===== src/hdl/abbt_pkg.sv =====
// Types, constants and helper functions of the alpha bounding box trimmer.
`timescale 1ns / 1ps

package abbt_pkg;

  localparam int MaxDim = 4096;
  localparam int DimW = 13;
  localparam int CntW = 12;
  localparam int EdgeW = DimW + 1;

  localparam int QueueDepth = 4;
  localparam int QueuePtrW = 2;
  localparam int QueueCntW = QueuePtrW + 1;

  // Configuration register indexes.
  localparam logic CFG_FRAME_WIDTH = 1'b0;
  localparam logic CFG_FRAME_HEIGHT = 1'b1;

  // One classified pixel, passed from the front end to the back end.
  typedef struct packed {
    logic            opaque;
    logic            last;
    logic [CntW-1:0] col;
    logic [CntW-1:0] row;
  } pix_t;

  // Frame geometry and the restart strobe that follows a register write.
  typedef struct packed {
    logic            restart;
    logic [DimW-1:0] w;
    logic [DimW-1:0] h;
  } frame_cfg_t;

  // Result box; the first member sits in the highest bits.
  typedef struct packed {
    logic [EdgeW-1:0] high_edge;
    logic [EdgeW-1:0] low_edge;
    logic [EdgeW-1:0] right_edge;
    logic [EdgeW-1:0] left_edge;
  } box_t;

  // A size of zero counts as one, anything above the maximum as the maximum.
  function automatic logic [DimW-1:0] eff_dim(input logic [DimW-1:0] v);
    logic [DimW-1:0] r;
    if (v == '0) begin
      r = DimW'(1);
    end else if (v > DimW'(MaxDim)) begin
      r = DimW'(MaxDim);
    end else begin
      r = v;
    end
    return r;
  endfunction

  // Twice the coordinate minus the size, wrapped to the edge width.
  function automatic logic [EdgeW-1:0] half_edge(input logic [DimW-1:0] coord,
                                                 input logic [DimW-1:0] size);
    return {coord, 1'b0} - {1'b0, size};
  endfunction

endpackage


===== src/hdl/abbt_front.sv =====
// Front end: configuration registers, input handshake and raster position tracking.
`timescale 1ns / 1ps

module abbt_front
  import abbt_pkg::*;
(
  input  logic             clk,
  input  logic             rst_n,
  input  logic             cfg_wr_en,
  input  logic             cfg_index,
  input  logic [DimW-1:0]  cfg_data,
  input  logic             in_tvalid,
  output logic             in_tready,
  input  logic [7:0]       in_tdata,
  input  logic             q_full,
  output logic             q_push,
  output pix_t             q_item,
  output frame_cfg_t       frame_cfg
);

  logic [DimW-1:0] w_r, w_nxt;
  logic [DimW-1:0] h_r, h_nxt;
  logic            restart_r, restart_nxt;
  logic [CntW-1:0] col_r, col_nxt;
  logic [CntW-1:0] row_r, row_nxt;
  logic            last_col;
  logic            last_row;

  assign in_tready = !q_full;
  assign q_push    = in_tvalid && in_tready;

  assign last_col = ({1'b0, col_r} == (w_r - DimW'(1)));
  assign last_row = ({1'b0, row_r} == (h_r - DimW'(1)));

  assign q_item.opaque = (in_tdata != 8'd0);
  assign q_item.last   = last_col && last_row;
  assign q_item.col    = col_r;
  assign q_item.row    = row_r;

  assign frame_cfg.restart = restart_r;
  assign frame_cfg.w       = w_r;
  assign frame_cfg.h       = h_r;

  always_comb begin
    w_nxt       = w_r;
    h_nxt       = h_r;
    restart_nxt = 1'b0;
    col_nxt     = col_r;
    row_nxt     = row_r;
    if (q_push) begin
      if (last_col) begin
        col_nxt = '0;
        row_nxt = last_row ? '0 : row_r + CntW'(1);
      end else begin
        col_nxt = col_r + CntW'(1);
      end
    end
    // Any register write starts a fresh frame with the new size.
    if (cfg_wr_en) begin
      unique case (cfg_index)
        CFG_FRAME_WIDTH:  w_nxt = eff_dim(cfg_data);
        CFG_FRAME_HEIGHT: h_nxt = eff_dim(cfg_data);
        default: ;
      endcase
      restart_nxt = 1'b1;
      col_nxt     = '0;
      row_nxt     = '0;
    end
  end

  always_ff @(posedge clk) begin
    if (!rst_n) begin
      w_r       <= DimW'(MaxDim);
      h_r       <= DimW'(MaxDim);
      restart_r <= 1'b0;
      col_r     <= '0;
      row_r     <= '0;
    end else begin
      w_r       <= w_nxt;
      h_r       <= h_nxt;
      restart_r <= restart_nxt;
      col_r     <= col_nxt;
      row_r     <= row_nxt;
    end
  end

endmodule


===== src/hdl/abbt_queue.sv =====
// Short first-in first-out queue of classified pixels between front and back end.
`timescale 1ns / 1ps

module abbt_queue
  import abbt_pkg::*;
(
  input  logic clk,
  input  logic rst_n,
  input  logic push,
  input  pix_t push_item,
  output logic full,
  input  logic pop,
  output logic empty,
  output pix_t pop_item
);

  pix_t                 entry_r [QueueDepth];
  logic [QueuePtrW-1:0] wr_ptr_r, wr_ptr_nxt;
  logic [QueuePtrW-1:0] rd_ptr_r, rd_ptr_nxt;
  logic [QueueCntW-1:0] count_r, count_nxt;

  assign full     = (count_r == QueueCntW'(QueueDepth));
  assign empty    = (count_r == '0);
  assign pop_item = entry_r[rd_ptr_r];

  always_comb begin
    wr_ptr_nxt = push ? wr_ptr_r + QueuePtrW'(1) : wr_ptr_r;
    rd_ptr_nxt = pop ? rd_ptr_r + QueuePtrW'(1) : rd_ptr_r;
    count_nxt  = count_r + QueueCntW'(push) - QueueCntW'(pop);
  end

  always_ff @(posedge clk) begin
    if (push) begin
      entry_r[wr_ptr_r] <= push_item;
    end
  end

  always_ff @(posedge clk) begin
    if (!rst_n) begin
      wr_ptr_r <= '0;
      rd_ptr_r <= '0;
      count_r  <= '0;
    end else begin
      wr_ptr_r <= wr_ptr_nxt;
      rd_ptr_r <= rd_ptr_nxt;
      count_r  <= count_nxt;
    end
  end

endmodule


===== src/hdl/abbt_back.sv =====
// Back end: bounding box accumulation and the registered result stage.
`timescale 1ns / 1ps

module abbt_back
  import abbt_pkg::*;
(
  input  logic             clk,
  input  logic             rst_n,
  input  frame_cfg_t       frame_cfg,
  input  logic             q_empty,
  input  pix_t             q_item,
  output logic             q_pop,
  output logic             out_tvalid,
  input  logic             out_tready,
  output logic [55:0]      out_tdata,
  output logic             out_tuser
);

  logic [DimW-1:0] min_col_r, min_col_nxt;
  logic [DimW-1:0] max_col_end_r, max_col_end_nxt;
  logic [DimW-1:0] min_row_r, min_row_nxt;
  logic [DimW-1:0] max_row_end_r, max_row_end_nxt;
  logic            seen_r, seen_nxt;
  logic            out_valid_r, out_valid_nxt;
  box_t            out_box_r, out_box_nxt;
  logic            out_clear_r, out_clear_nxt;

  logic [DimW-1:0] col_w, row_w, col_end, row_end;
  logic [DimW-1:0] min_col_upd, max_col_end_upd, min_row_upd, max_row_end_upd;
  logic            seen_upd;

  // A pixel moves on only when the result register is free or being emptied.
  assign q_pop = !q_empty && (!out_valid_r || out_tready);

  assign col_w   = {1'b0, q_item.col};
  assign row_w   = {1'b0, q_item.row};
  assign col_end = col_w + DimW'(1);
  assign row_end = row_w + DimW'(1);

  always_comb begin
    min_col_upd     = (q_item.opaque && col_w < min_col_r) ? col_w : min_col_r;
    max_col_end_upd = (q_item.opaque && col_end > max_col_end_r) ? col_end : max_col_end_r;
    min_row_upd     = (q_item.opaque && row_w < min_row_r) ? row_w : min_row_r;
    max_row_end_upd = (q_item.opaque && row_end > max_row_end_r) ? row_end : max_row_end_r;
    seen_upd        = seen_r || q_item.opaque;
  end

  always_comb begin
    min_col_nxt     = min_col_r;
    max_col_end_nxt = max_col_end_r;
    min_row_nxt     = min_row_r;
    max_row_end_nxt = max_row_end_r;
    seen_nxt        = seen_r;
    out_valid_nxt   = out_valid_r && !out_tready;
    out_box_nxt     = out_box_r;
    out_clear_nxt   = out_clear_r;
    if (q_pop) begin
      if (q_item.last) begin
        out_box_nxt.left_edge  = half_edge(min_col_upd, frame_cfg.w);
        out_box_nxt.right_edge = half_edge(max_col_end_upd, frame_cfg.w);
        out_box_nxt.low_edge   = half_edge(min_row_upd, frame_cfg.h);
        out_box_nxt.high_edge  = half_edge(max_row_end_upd, frame_cfg.h);
        out_clear_nxt          = !seen_upd;
        out_valid_nxt          = 1'b1;
      end else begin
        min_col_nxt     = min_col_upd;
        max_col_end_nxt = max_col_end_upd;
        min_row_nxt     = min_row_upd;
        max_row_end_nxt = max_row_end_upd;
        seen_nxt        = seen_upd;
      end
    end
    // The box starts over after each frame and after every register write.
    if ((q_pop && q_item.last) || frame_cfg.restart) begin
      min_col_nxt     = frame_cfg.w;
      max_col_end_nxt = '0;
      min_row_nxt     = frame_cfg.h;
      max_row_end_nxt = '0;
      seen_nxt        = 1'b0;
    end
  end

  always_ff @(posedge clk) begin
    if (!rst_n) begin
      min_col_r     <= DimW'(MaxDim);
      max_col_end_r <= '0;
      min_row_r     <= DimW'(MaxDim);
      max_row_end_r <= '0;
      seen_r        <= 1'b0;
      out_valid_r   <= 1'b0;
    end else begin
      min_col_r     <= min_col_nxt;
      max_col_end_r <= max_col_end_nxt;
      min_row_r     <= min_row_nxt;
      max_row_end_r <= max_row_end_nxt;
      seen_r        <= seen_nxt;
      out_valid_r   <= out_valid_nxt;
    end
  end

  always_ff @(posedge clk) begin
    out_box_r   <= out_box_nxt;
    out_clear_r <= out_clear_nxt;
  end

  assign out_tvalid = out_valid_r;
  assign out_tdata  = out_box_r;
  assign out_tuser  = out_clear_r;

endmodule


===== src/hdl/alpha_bounding_box_trim.sv =====
// Top level of the alpha bounding box trimmer.
`timescale 1ns / 1ps
// The input stream carries one alpha byte per transfer, in raster order with
// the top row first. Frame width and height are set through the write port
// (index 0 width, index 1 height); a write restarts the frame and should be
// made while the block is idle. Sizes of zero count as one, sizes above 4096
// count as 4096.
// One result transfer follows the last pixel of every frame: the trimmed box
// edges in half-pixel units measured from the frame middle, and a flag on
// tuser that is set when the whole frame was transparent.
// Throughput is one pixel per clock while the pixel queue has room. The
// transfer of the last pixel writes it into the queue; once the result
// register is free or being emptied, it is taken through the box update
// into the result register.
// When the receiver stalls, the result register holds its value and the
// back end stops draining the four-entry pixel queue; the input stalls only
// once that queue is full. Synchronous reset sets both sizes to 4096 and
// empties the queue and the result register.

module alpha_bounding_box_trim
  import abbt_pkg::*;
(
  input  logic            clk,
  input  logic            rst_n,
  input  logic            cfg_wr_en,
  input  logic            cfg_index,
  input  logic [DimW-1:0] cfg_data,
  input  logic            in_tvalid,
  output logic            in_tready,
  input  logic [7:0]      in_tdata,   // [7:0] alpha
  output logic            out_tvalid,
  input  logic            out_tready,
  output logic [55:0]     out_tdata,  // [13:0] left_edge, [27:14] right_edge,
                                      // [41:28] low_edge, [55:42] high_edge
  output logic            out_tuser   // [0] all_clear
);

  logic       q_push;
  logic       q_pop;
  logic       q_full;
  logic       q_empty;
  pix_t       q_in_item;
  pix_t       q_out_item;
  frame_cfg_t frame_cfg;

  abbt_front u_front (
    .clk       (clk),
    .rst_n     (rst_n),
    .cfg_wr_en (cfg_wr_en),
    .cfg_index (cfg_index),
    .cfg_data  (cfg_data),
    .in_tvalid (in_tvalid),
    .in_tready (in_tready),
    .in_tdata  (in_tdata),
    .q_full    (q_full),
    .q_push    (q_push),
    .q_item    (q_in_item),
    .frame_cfg (frame_cfg)
  );

  abbt_queue u_queue (
    .clk       (clk),
    .rst_n     (rst_n),
    .push      (q_push),
    .push_item (q_in_item),
    .full      (q_full),
    .pop       (q_pop),
    .empty     (q_empty),
    .pop_item  (q_out_item)
  );

  abbt_back u_back (
    .clk        (clk),
    .rst_n      (rst_n),
    .frame_cfg  (frame_cfg),
    .q_empty    (q_empty),
    .q_item     (q_out_item),
    .q_pop      (q_pop),
    .out_tvalid (out_tvalid),
    .out_tready (out_tready),
    .out_tdata  (out_tdata),
    .out_tuser  (out_tuser)
  );

endmodule


===== config.mk =====
export PLATFORM = sky130hd
export DESIGN_NAME = alpha_bounding_box_trim
export DESIGN_NICKNAME = d
export VERILOG_FILES = /design/src/hdl/abbt_pkg.sv /design/src/hdl/abbt_front.sv /design/src/hdl/abbt_queue.sv /design/src/hdl/abbt_back.sv /design/src/hdl/alpha_bounding_box_trim.sv
export SDC_FILE = /design/constraint.sdc
export NUM_CORES = 1
export LEC_CHECK = 0
export BUFFER_PORTS_ARGS = -buffer_cell sky130_fd_sc_hd__buf_4
export CAP_MARGIN = 10
export CORE_UTILIZATION = 53
export DETAILED_ROUTE_END_ITERATION = 6
export PLACE_DENSITY = 0.82
export SYNTH_ARGS = -nofsm -noshare
export SYNTH_HDL_FRONTEND = slang
export SYNTH_SLANG_ARGS = --single-unit
export TNS_END_PERCENT = 1

===== constraint.sdc =====
create_clock -name clk -period 11.5 [get_ports clk]
set_clock_uncertainty 0.1 [all_clocks]
set_input_delay 0.575 -clock clk [delete_from_list [all_inputs] [get_ports clk]]
set_output_delay 0.575 -clock clk [all_outputs]
set_load 0.1 [all_outputs]

# Yosys cells after proc, flatten, opt, wreduce, memory -nomap -nowiden

Memory sizes are Yosys's and may differ from the RTL's. A register that Yosys moved wholly into a read port is not among the register bits.
Cells that the tools add are included.

Register bits: 169
Memory bits (writable): 104
Input bits: 27
Output and inout bits: 59
Word-level logic and storage cells: 96
Memories kept: 1

Memories:

| memory          | words | width | read ports | clocked after memory_dff | write ports | RTL line         | text |
|---|---|---|---|---|---|---|---|
| u_queue.entry_r | 4     | 26    | 1          | 1                        | 1           | abbt_queue.sv:17 | `pix_t entry_r [QueueDepth];` |

Add/subtract/negate cells: 14
$lt $le $gt $ge: 5
Eq/ne operators: 4
Muxes and demuxes: 21
Bitwise gates (word level): 3
Reduce and logical (&&, ||, !) cells: 29

Operator list:

| operator              | number |
|---|---|
| $mux 13               | 12 |
| $sub 14x13->14        | 4 |
| $add 12x1->13 const B | 2 |
| $eq 12x13->1          | 2 |
| $gt 13x13->1          | 2 |
| $lt 12x13->1          | 2 |
| $sub 13x1->13 const B | 2 |
| $add 12x1->12 const B | 2 |
| $mux 12               | 2 |
| $gt 13x13->1 const B  | 1 |
| $logic_not 13->1      | 1 |
| $reduce_and 2->1      | 6 |
| $logic_and 1x1->1     | 9 |
| $reduce_bool 8->1     | 1 |
| $logic_not 1->1       | 5 |
| $mux 1                | 5 |
| $add 2x1->2 const B   | 2 |
| $mux 2                | 2 |
| $reduce_or 2->1       | 2 |
| $add 3x1->3           | 1 |
| $eq 3x3->1 const B    | 1 |
| $logic_not 3->1       | 1 |
| $logic_or 1x1->1      | 3 |
| $not 1->1             | 3 |
| 3 further kinds       | 3 |

# Longest topological paths before layout

Depth in word-level cells: 7
Depth in mapped cells: 28
Mapped depth without buffers: 24

# Modules after synthesis

Synthesis repeated with hierarchy kept, for this count alone.

Cells, all modules: 1513
Area total of the unflattened synthesis: 15554.9 um^2

Modules (own cells, without submodules):

| module     | instances | cells an instance | area an instance (um^2) |
|---|---|---|---|
| abbt_back  | 1         | 923               | 8100.3 |
| abbt_queue | 1         | 179               | 4240.3 |
| abbt_front | 1         | 411               | 3214.3 |

# Least setup slack after synthesis

OpenSTA, ideal clock, no wires.

Path type: reg2reg
Start: register with a tool-made name
End: register u_back.out_box_r (netlist bit u_back.out_tdata[55]), data pin
Setup time: 0.259 ns
Arrival: 5.612 ns
Data required time: 11.141 ns
Setup slack: 5.528 ns
Stages on the path, launching flop included: 27
Clock period less this slack: 5.972 ns
Cell sequence: dfxtp_1 buf_2 buf_2 buf_2 mux4_2 nand3_1 nor2_1 xor2_1 ha_1 a21o_1 a21o_1 a21oi_1 nor2b_1 o41a_1 clkbuf_1 clkbuf_1 nand2_1 o21ai_0 ha_1 or2_2 a21oi_1 a31o_2 o21ai_0 o41a_1 a21o_1 a21oi_1 xnor2_1

RTL lines:

| what                 | RTL line         | text |
|---|---|---|
| to (signal assigned) | abbt_back.sv:102 | `out_box_r <= out_box_nxt;` |
| to (decl)            | abbt_back.sv:25  | `box_t out_box_r, out_box_nxt;` |

==> impl_results.md <==
- Reg clk slew, reported paths: roughly 70 ps
- Via Count: 11607
- Final hold violation count: 0
- Post-CTS setup buffer count: 0
- Most frequent cell after synthesis: edfxtp_1
- Top FF cell, synth: edfxtp_1
- Final TNS setup: 0 ps
- Cell taking the most area after synthesis: edfxtp_1
- H-tree depth: 1
- Fmax: ~150 MHz
- Gr ovfl total: 0
- EDFF count, synth: 159
- Startpoint Class: register
- Clock buffer depth: 3
- Die area: 0.0297 mm^2
- Hpwl dp: ~26 mm
- First-pass GRT wire length: roughly 56 mm
- Tmin final: roughly 6500 ps
- # clock sinks: ~270
- Root Driver: clkbuf_16
- CP max-delay cell: dfxtp_2
- Slew headroom: 0.362
- Buf/Inv on CP: 1
- Area contributors post-synth: edfxtp_1 (31%), dfxtp_1 (15%), ha_1 (8.8%), xnor2_1 (4.5%), mux4_2 (3.8%)
- Die H: between 150 and 200 um
- Post-route ant nets: 0
- Hold buffer count at CTS: 0
- Synth cell count leaders: edfxtp_1 (159), nand2_1 (145), dfxtp_1 (114)
- Final setup fails: 0
- Final Cell Area: around 0.017 mm^2
- Worst setup EP type: register
- First-pass detailed-route iteration total: 5
- Syn_nets: approximately 1600
- GPL Wtd Cong: roughly 0.93
- DR vias/cell: ~5.9
- Antenna cells: 0
- Cells after Synth: 1487
- Seq/Total Area, Yosys: 0.460
- Synth cell types: just over 70
- Cell Area, Synth: approximately 0.015 mm^2
- Area Growth Syn to Fin: 12.7%
- Fraction of registers with async set/reset: 0
- Largest net degree at the start of global routing: 65
- Synth top area share: 0.311
- Hold Slack: roughly 230 ps
- IO Port Bufs: 85
- Worst Path Max Fanout: 28
- Core area: 0.0282 mm^2
- Worst Max-Slew Pin Slew: between 900 and 1000 ps
- Arrival @ worst endpoint: about 6700 ps
- Max Cap Viol: 0
- Residual DRC count: 0
- Final WL: around 36 mm
- Fin crit share: 0.566
- Syn Area/Cell: 10.3 um^2
- CP max stage delay: roughly 960 ps
- Initial core utilization: 0.545
- RSZ-0062 raised after global routing: false
- DR iter-0 viols: between 1000 and 1500
- Die width: ~170 um
- Antenna violations before repair: 0
- Seq cells post-synth: about 270
- Critical path type: reg2reg
- Fraction of layout cells with a size suffix above 1: 0.127
- Synth Warn #: 0
- CTS Buf Count: 28
- Core Rows: 61
- Worst skew pair latency: roughly 550 ps
- # IOs: 86
- CP Cell Sequence: mux4_2, ha_1, nand2_1, nor2_1, nand2_1, xnor2_1, ha_1, a21o_1, a21oi_1, o211ai_1, o311a_1, o41a_1, nor2b_1, a21oi_1, inv_1, ha_1, nor2b_1, o211ai_1, a31o_2, o21ai_0, o41a_1, a21o_1, a21oi_1, xnor2_1
- CTS tree: yes
- Number of global-route vias before repair: between 10000 and 15000
- Max-slew violations: 0
- HP Class: in2reg
- Resized Gates After CTS: 0
- Worst path top cell family by delay: compound AO/OA/AOI/OAI gates
- DR WL/cell: approximately 18 um
- Post-Place Cell Area: around 0.016 mm^2
- Layout net count: between 1500 and 2000
- Tot GR Track Use: 0.243
- Status: completed
- CP required: roughly 12000 ps
per-stage QoR:
stage | instances | util | setup slack [ps]
after floorplan | 1487 | - | 5530
after global placement | 1902 | 0.580 | 5240
after detailed placement | 1902 | 0.580 | 5070
after CTS | 1954 | 0.615 | 5030
after global routing | 1954 | 0.615 | 4470
final | 1954 | 0.615 | 5000
final cells by class:
| cell class | count | area (um^2) |
|---|---|---|
| Clock buffer | 36 | 783 |
| Timing Repair Buffer | 98 | 736 |
| Sequential cell | 273 | 7060 |
| Tap cell | 378 | 473 |
| Fill cell | 2183 | 10900 |
| Clock inverter | 16 | 196 |
| Multi-Input combinational cell | 1043 | 7650 |
| Inverter | 110 | 413 |
layer usage:
layer	part of all wire	GRT usage	up-vias
met5	0	0	-
met2	0.46	0.397	508
met4	0.019	0.0623	0
met1	0.43	0.339	5540
met3	0.085	0.0352	56
li1	-	-	5503
final timing paths:
check | endpoint | cells past startpoint | from | slack, ps
worst max-delay path | u_back.out_tdata[55] | 24 | register | 5000
worst max register to register | u_back.out_tdata[55] | 24 | register | 5000
worst min-delay path | u_front.restart_r | 2 | cfg_wr_en | 230
worst min register to register | u_back.max_row_end_r[1] | 2 | u_back.max_row_end_r[1] | 360
worst reg2reg max path, cell delays in order (launching register included):
cell,delay [ps]
dfxtp_2,960
mux4_2,710
ha_1,290
nand2_1,80
nor2_1,70
nand2_1,110
xnor2_1,110
ha_1,310
a21o_1,110
a21oi_1,70
o211ai_1,210
o311a_1,210
o41a_1,720
nor2b_1,110
a21oi_1,260
inv_1,80
ha_1,270
nor2b_1,140
o211ai_1,240
a31o_2,180
o21ai_0,110
o41a_1,360
a21o_1,190
a21oi_1,170
xnor2_1,100
kinds of logic (layout without fill, tap and decap cells):
logic type	after synthesis	in the layout	synth area share
adders and majority gates	113	113	0.0945
and+or+nand+nor	456	456	0.147
xor gates and xnor gates	118	118	0.0673
DFF	273	273	0.460
muxes	47	47	0.0522
AOI/OAI and AO/OA	309	309	0.136
buffers and inverters	171	260	0.0435
cell usage in the layout, fill, tap and decap left out, drive strengths merged, types with 5 or more instances in the layout:
cell type / instances
a211oi: 17
a21boi: 30
a21o: 16
a21oi: 77
a31o: 6
and2: 18
and3: 15
buf: 98
clkbuf: 36
clkinv: 6
dfxtp: 114
edfxtp: 159
fa: 5
ha: 108
inv: 112
mux2: 5
mux2i: 16
mux4: 26
nand2: 145
nand2b: 22
nand3: 43
nand4: 20
nor2: 93
nor2b: 33
nor3: 32
nor4: 7
o211ai: 9
o21a: 12
o21ai: 66
o221ai: 26
o31a: 5
or3: 10
xnor2: 79
xor2: 39
sequential cells by signal (all words and copies together), names as in the netlist, 3 cells and up, named ones only:
signal / cells
u_front.col_r: 12
u_back.min_row_r: 13
u_front.row_r: 12
u_queue.count_r: 3
u_back.max_col_end_r: 13
u_front.h_r: 13
u_back.out_tdata: 54
u_back.min_col_r: 13
u_front.w_r: 13
u_queue.entry_r: 104
u_back.max_row_end_r: 13
Power is left out: the tool's default activity adds up to more than one toggle a clock period on the data nets, which glitch-free logic cannot reach.
